File: src/design/evr_pkg.sv
// evr_pkg: shared types, constants and the arctangent table for the
// Euler vector rotation block. No dependencies.
package evr_pkg;

  localparam int unsigned CW = 34;   // CORDIC datapath width
  localparam int unsigned TW = 33;   // cosine/sine width, Q2.30
  localparam int unsigned VW = 35;   // intermediate vector width

  localparam logic signed [CW-1:0] GAIN_Q30 = 34'sd652032874;
  localparam logic [16:0] TWO_TURNS = 17'd46080;
  localparam logic [16:0] ONE_TURN  = 17'd23040;
  localparam int HALF_UNITS    = 11520;
  localparam int QUARTER_UNITS = 5760;
  // floor(x/90) for x below 5761 equals (x*RECIP_A) >> 20
  localparam logic [13:0] RECIP_A = 14'd11651;
  // floor(n/90) for n below 2^31 equals (n*RECIP_B) >> 38
  localparam logic [31:0] RECIP_B = 32'd3054198967;

  typedef struct packed {
    logic signed [CW-1:0] x;
    logic signed [CW-1:0] y;
    logic signed [CW-1:0] z;
    logic                 neg;
  } lane_t;

  typedef struct packed {
    logic signed [31:0] x;
    logic signed [31:0] y;
    logic signed [31:0] z;
  } vec_t;

  typedef struct packed {
    logic signed [TW-1:0] c;
    logic signed [TW-1:0] s;
  } cs_t;

  function automatic logic signed [CW-1:0] atan_bam(input int unsigned i);
    logic signed [CW-1:0] v;
    case (i)
      0: v = 34'sd536870912;   1: v = 34'sd316933406;  2: v = 34'sd167458907;
      3: v = 34'sd85004756;    4: v = 34'sd42667331;   5: v = 34'sd21354465;
      6: v = 34'sd10679838;    7: v = 34'sd5340245;    8: v = 34'sd2670163;
      9: v = 34'sd1335087;    10: v = 34'sd667544;    11: v = 34'sd333772;
      12: v = 34'sd166886;    13: v = 34'sd83443;     14: v = 34'sd41722;
      15: v = 34'sd20861;     16: v = 34'sd10430;     17: v = 34'sd5215;
      18: v = 34'sd2608;      19: v = 34'sd1304;      20: v = 34'sd652;
      21: v = 34'sd326;       22: v = 34'sd163;       23: v = 34'sd81;
      24: v = 34'sd41;        25: v = 34'sd20;        26: v = 34'sd10;
      27: v = 34'sd5;         28: v = 34'sd3;         29: v = 34'sd1;
      30: v = 34'sd1;
      default: v = '0;
    endcase
    return v;
  endfunction

endpackage

File: src/design/evr_cordic_cell.sv
// evr_cordic_cell: one CORDIC rotation step for the three angle lanes,
// passing the vector along. Uses evr_pkg.
module evr_cordic_cell #(
  parameter int unsigned STEP = 0
) (
  input  logic                  clk,
  input  logic                  en,
  input  evr_pkg::lane_t [2:0]  lane_in,
  input  evr_pkg::vec_t         vec_in,
  output evr_pkg::lane_t [2:0]  lane_out,
  output evr_pkg::vec_t         vec_out
);
  import evr_pkg::*;

  localparam logic signed [CW-1:0] ATAN = atan_bam(STEP);

  lane_t [2:0] nxt;

  always_comb begin
    for (int k = 0; k < 3; k++) begin
      nxt[k].neg = lane_in[k].neg;
      if (!lane_in[k].z[CW-1]) begin
        nxt[k].x = lane_in[k].x - (lane_in[k].y >>> STEP);
        nxt[k].y = lane_in[k].y + (lane_in[k].x >>> STEP);
        nxt[k].z = lane_in[k].z - ATAN;
      end else begin
        nxt[k].x = lane_in[k].x + (lane_in[k].y >>> STEP);
        nxt[k].y = lane_in[k].y - (lane_in[k].x >>> STEP);
        nxt[k].z = lane_in[k].z + ATAN;
      end
    end
  end

  always_ff @(posedge clk) begin
    if (en) begin
      lane_out <= nxt;
      vec_out  <= vec_in;
    end
  end
endmodule

File: config.mk
export PLATFORM = sky130hd
export DESIGN_NAME = evr_cordic_cell
export DESIGN_NICKNAME = d
export VERILOG_FILES = /design/src/design/evr_pkg.sv /design/src/design/evr_cordic_cell.sv
export SDC_FILE = /design/constraint.sdc
export NUM_CORES = 1
export LEC_CHECK = 0
export ABC_AREA = 0
export BUFFER_PORTS_ARGS = -buffer_cell sky130_fd_sc_hd__buf_4
export CORE_AREA = 2 2 320 322
export CTS_CLUSTER_DIAMETER = 80
export DETAILED_ROUTE_END_ITERATION = 6
export DIE_AREA = 0 0 322 324
export MAX_ROUTING_LAYER = met4
export SYNTH_ARGS = -nofsm -noshare
export SYNTH_HDL_FRONTEND = slang
export SYNTH_SLANG_ARGS = --single-unit
File: constraint.sdc
create_clock -name clk -period 2.75 [get_ports clk]
set_input_delay 0.1375 -clock clk [delete_from_list [all_inputs] [get_ports clk]]
set_output_delay 0.1375 -clock clk [all_outputs]
set_load 0.1 [all_outputs]
# After elaboration in Yosys (flattened, before gate mapping)
# Index checks and enable logic that the tools add are counted.
dict set report word_totals {
  register_bits 405
  inputBits 407
  out_inout_bits 405
  elab_cells 33
}
dict set report op_classes {
  add_sub_neg 15
  n_mux 3
}
# op count
set ops {}
lappend ops {{$mux 102} 3}
lappend ops {{$sub 34x34->34} 6}
lappend ops {{$add 34x31->34 const B} 3}
lappend ops {{$add 34x34->34} 3}
lappend ops {{$sub 34x31->34 const B} 3}

# Longest topological paths before layout
dict set report logic_depth {
  ltp_word 2
  depth_mapped 13
  mapped_depth_nobuf 12
}

# Worst setup path before layout
# No wires, ideal clock.
dict set report synth_path {
  path_type {input -> register}
  start {input lane_in[37] (netlist name)}
  end {register lane_out[101] (netlist name) (data pin)}
  setup_time_ns 0.266
  arrival_time_ns 2.511
  required_ns 2.484
  setup_slack_ns -0.026
  path_stages 12
  path_buffers 1
  cell_sequence {inv_1 -> ha_1 -> buf_6 -> nand2b_1 -> a2111oi_2 -> o31ai_2 -> a31oi_4 -> a221o_2 -> a41oi_2 -> o41ai_2 -> o221ai_1 -> xor2_1}
}
# element line_no
set synth_rtl {}
lappend synth_rtl {{from (decl)} evr_cordic_cell.sv:8} ;# input evr_pkg::lane_t [2:0] lane_in,
lappend synth_rtl {{to (signal assigned)} evr_cordic_cell.sv:36} ;# lane_out <= nxt;
lappend synth_rtl {{to (decl)} evr_cordic_cell.sv:10} ;# output evr_pkg::lane_t [2:0] lane_out,

==> results.md <==
* Hold Startpoint: lane_in[99]
* Input/output buffers at 811
* Max VDD drop at between 0.5 and 0.6 mV
* Final Hold Viols at 0
* Worst Hold Class: primary input to flip-flop
* Gpl congestion at just over 1
* Crit path time final at between 2 and 3 ns
* Crit path top cell by count: buf_4
* Area grow syn2layout at 56.74%
* Ranking of synthesized cells by area: edfxtp_1, ha_1, a21oi_1
* Post-route ant nets at 0
* DRT Pass-1 Iters at 6
* H-tree levels at 2
* Most used flip-flop cell after synthesis: edfxtp_1
* Cell area power density at about 600 nW/um^2
* Crit path DAT at roughly 3.1 ns
* Clock sinks at 402
* Post-Layout Cell Count at 6159
* Slew headroom at a little over two fifths
* Max Buffers Root-to-Sink at 3
* WP data required at ~3.1 ns
* Global-route wire length before repair at 204.3 mm
* Die Span X at 322 um
* Clock Root Buffer: clkbuf_16
* Final setup vio count at 0
* Worst hold endpoint: lane_out[99]
* Vias at between 30000 and 40000
* Synthesis warning total at 0
* Layout Nets at roughly 5500
* Distinct cells, synth at 90
* Clock transition at path regs at ~0.06 ns
* Total Routing Usage GR at 27.44%
* Crit start category: primary input
* Drt total wl at between 100 and 150 mm
* Syn avg cell area at approximately 9.6 um^2
* Worst-path maximum fanout at 6
* Die height at ~320 um
* Pins Over Slew Limit at 0
* #FFs+latches synth at 402
* Fmax at roughly 370 MHz
* Leakage at between 0.02 and 0.025 uW
* Final hold slack at between 0.07 and 0.08 ns
* Crit path capture type: flip-flop
* DR iter-0 viols at 2477
* Syn_nets at 3819
* Async SR Flop Fraction at 0%
* Max Cap Viol at 0
* CP cell instances: buf_4 -> inv_1 -> ha_1 -> a21oi_1 -> o21ai_0 -> a2111oi_0 -> buf_4 -> nand3_1 -> buf_4 -> nand3_1 -> a21boi_0 -> o21ai_0 -> o31ai_1 -> xnor2_1
* CTS tree: yes
* Via/cell ratio at approximately 5.0
* Final Core Density at ~46%
* Number of global-route vias before repair at 30490
* Share of cells above drive strength 1 at 35.27%
* GRT Residual Overflow at 0
* Ports at between 800 and 900
* Leading area contributor after synthesis: edfxtp_1
* Core area at between 100000 and 150000 um^2
* Num CTS Buffers at 51
* RSZ-0062 raised after global routing: false
* CP max stage delay at around 0.56 ns
* Mapped cell area at around 30000 um^2
* Top post-synthesis cells by count: edfxtp_1, a21oi_1, ha_1
* Inst Count DP at between 5000 and 6000
* DRC viols at 0
* Largest net degree at the start of global routing at 88
* Layout fillers at ~9700
* Cell Rows at between 100 and 150
* Post-synth EDFFs at between 400 and 500
* Fin crit share at a little over nine tenths
* Initial core utilization at ~29%
* Initial antenna violation count at 17
* Area fraction of the dominant cell type after synthesis at between 40 and 50%
* Avg WL per Cell at 23.59 um
* Slowest CP cell: a2111oi_0
* Sequential area share after synthesis at 40.60%
* Setup WS pre-CTS at -0.9934 ns
* Post-Synthesis Cells at around 3100
* Setup ws final at about 0.034 ns
* CP Class: primary input to flip-flop
* Status: completed
* Post-CTS Setup Inserts at 0
* DIE AREA at between 100000 and 150000 um^2
* Post-DP HPWL at between 100 and 150 mm
* WHS Path Cells at 4
* Most frequent cell after synthesis: edfxtp_1
* Worst-margin pin slew at 0.8564 ns
[cells by family (layout without fill, tap and decap cells)]
family          after synthesis  in the layout  share of synthesized area (%)
compound gates             1027           1027                          22.12
xor+xnor                    200            200                          5.891
fa+ha+maj                   318            318                          13.68
buf+inv                     458           2201                          5.958
flops                       402            402                          40.60
mux                          42             42                          1.414
other cells                   0             13                              0
simple gates                647            647                          10.34
[sequential cells by signal, indices dropped and copies added (netlist names)]
register,cells
lane_out,306
vec_out,96
[critical path, delay by kind of cell]
kind                       cells  cell delay (ns)
buffers and inverters          4             0.49
adders and majority gates      1             0.41
and+or+nand+nor                2             0.21
AOI/OAI and AO/OA              6             1.67
xor gates and xnor gates       1             0.16
[cells in the final DEF (no fill, tap or decap), drive strengths merged, types with 14 or more instances in the layout]
cell type,synthesis,layout
nor2,202,202
a21o,74,74
ha,306,306
o221ai,14,14
o211ai,25,25
a21oi,373,373
clkbuf,89,55
or3,14,14
xnor2,170,170
mux2i,42,42
nand2b,33,33
a211oi,44,44
nor3,57,57
and3,16,16
nor4,18,18
edfxtp,402,402
buf,47,1575
nor2b,28,28
xor2,30,30
and2,17,17
nand4,25,25
o21ai,200,200
nand2,153,153
inv,315,324
dlygate4sd3,0,211
a31oi,27,27
o31ai,35,35
nand3,46,46
clkinv,7,31
o21a,23,23
a2111oi,16,16
o21bai,58,58
[per-layer routing]
metal  vias up  track usage, %  wire length [um]
li1      14630               -                 -
met1     14790           34.35             62470
met2      1120           44.87             68780
met3       158           6.069             10630
met4         0           6.906              3436
met5         -               -                 0
[metrics by stage]
| step | power (uW) | area, um^2 | setup TNS, ns |
|---|---|---|---|
| after detailed placement | 21920 | 42770 | -41.10 |
| after global routing | 29740 | 46600 | 0 |
| final | 28730 | 46610 | 0 |
| after CTS | 28820 | 46500 | 0 |
| after floorplan | 16910 | 29750 | 0 |
| after global placement | 21940 | 42770 | -42.21 |
[how the worst max path moves through the flow]
stage                                to          from  depth (start not counted)
after floorplan            lane_out[95]   lane_in[35]                         11
after global placement    lane_out[198]  lane_in[172]                         13
after detailed placement  lane_out[198]  lane_in[172]                         13
after CTS                 lane_out[205]  lane_in[141]                         14
after global routing      lane_out[274]  lane_in[261]                         15
final                     lane_out[304]  lane_in[257]                         14
[report_power, final]
group	leakage (uW)	total [uW]	switching [uW]	internal, uW
clock	0.000770	6520	2960	3560
combinational	0.0167	14100	9920	4200
sequential	0.00393	8080	316	7770
[layout make-up]
class / count / area, um^2 / share of cell area (%)
diodes: 13 / 32.53 / 0.06980
clock buffers: 55 / 1291 / 2.770
clock inverters: 38 / 321.6 / 0.6899
inverters: 322 / 1209 / 2.593
multi-input cells: 2234 / 15990 / 34.30
flip-flops and latches: 402 / 12070 / 25.90
well taps: 1309 / 1638 / 3.514
repair buffers: 1786 / 14060 / 30.16
[repair_timing]
item	4_1_cts	5_1_grt
endpoints found under the setup margin	4	21
resized for setup	3	17
pin swaps	0	2
gates cloned	0	0
hold buffers	211	0
hold endpoints to repair	231	0
(Power assumes the default switching activity.)
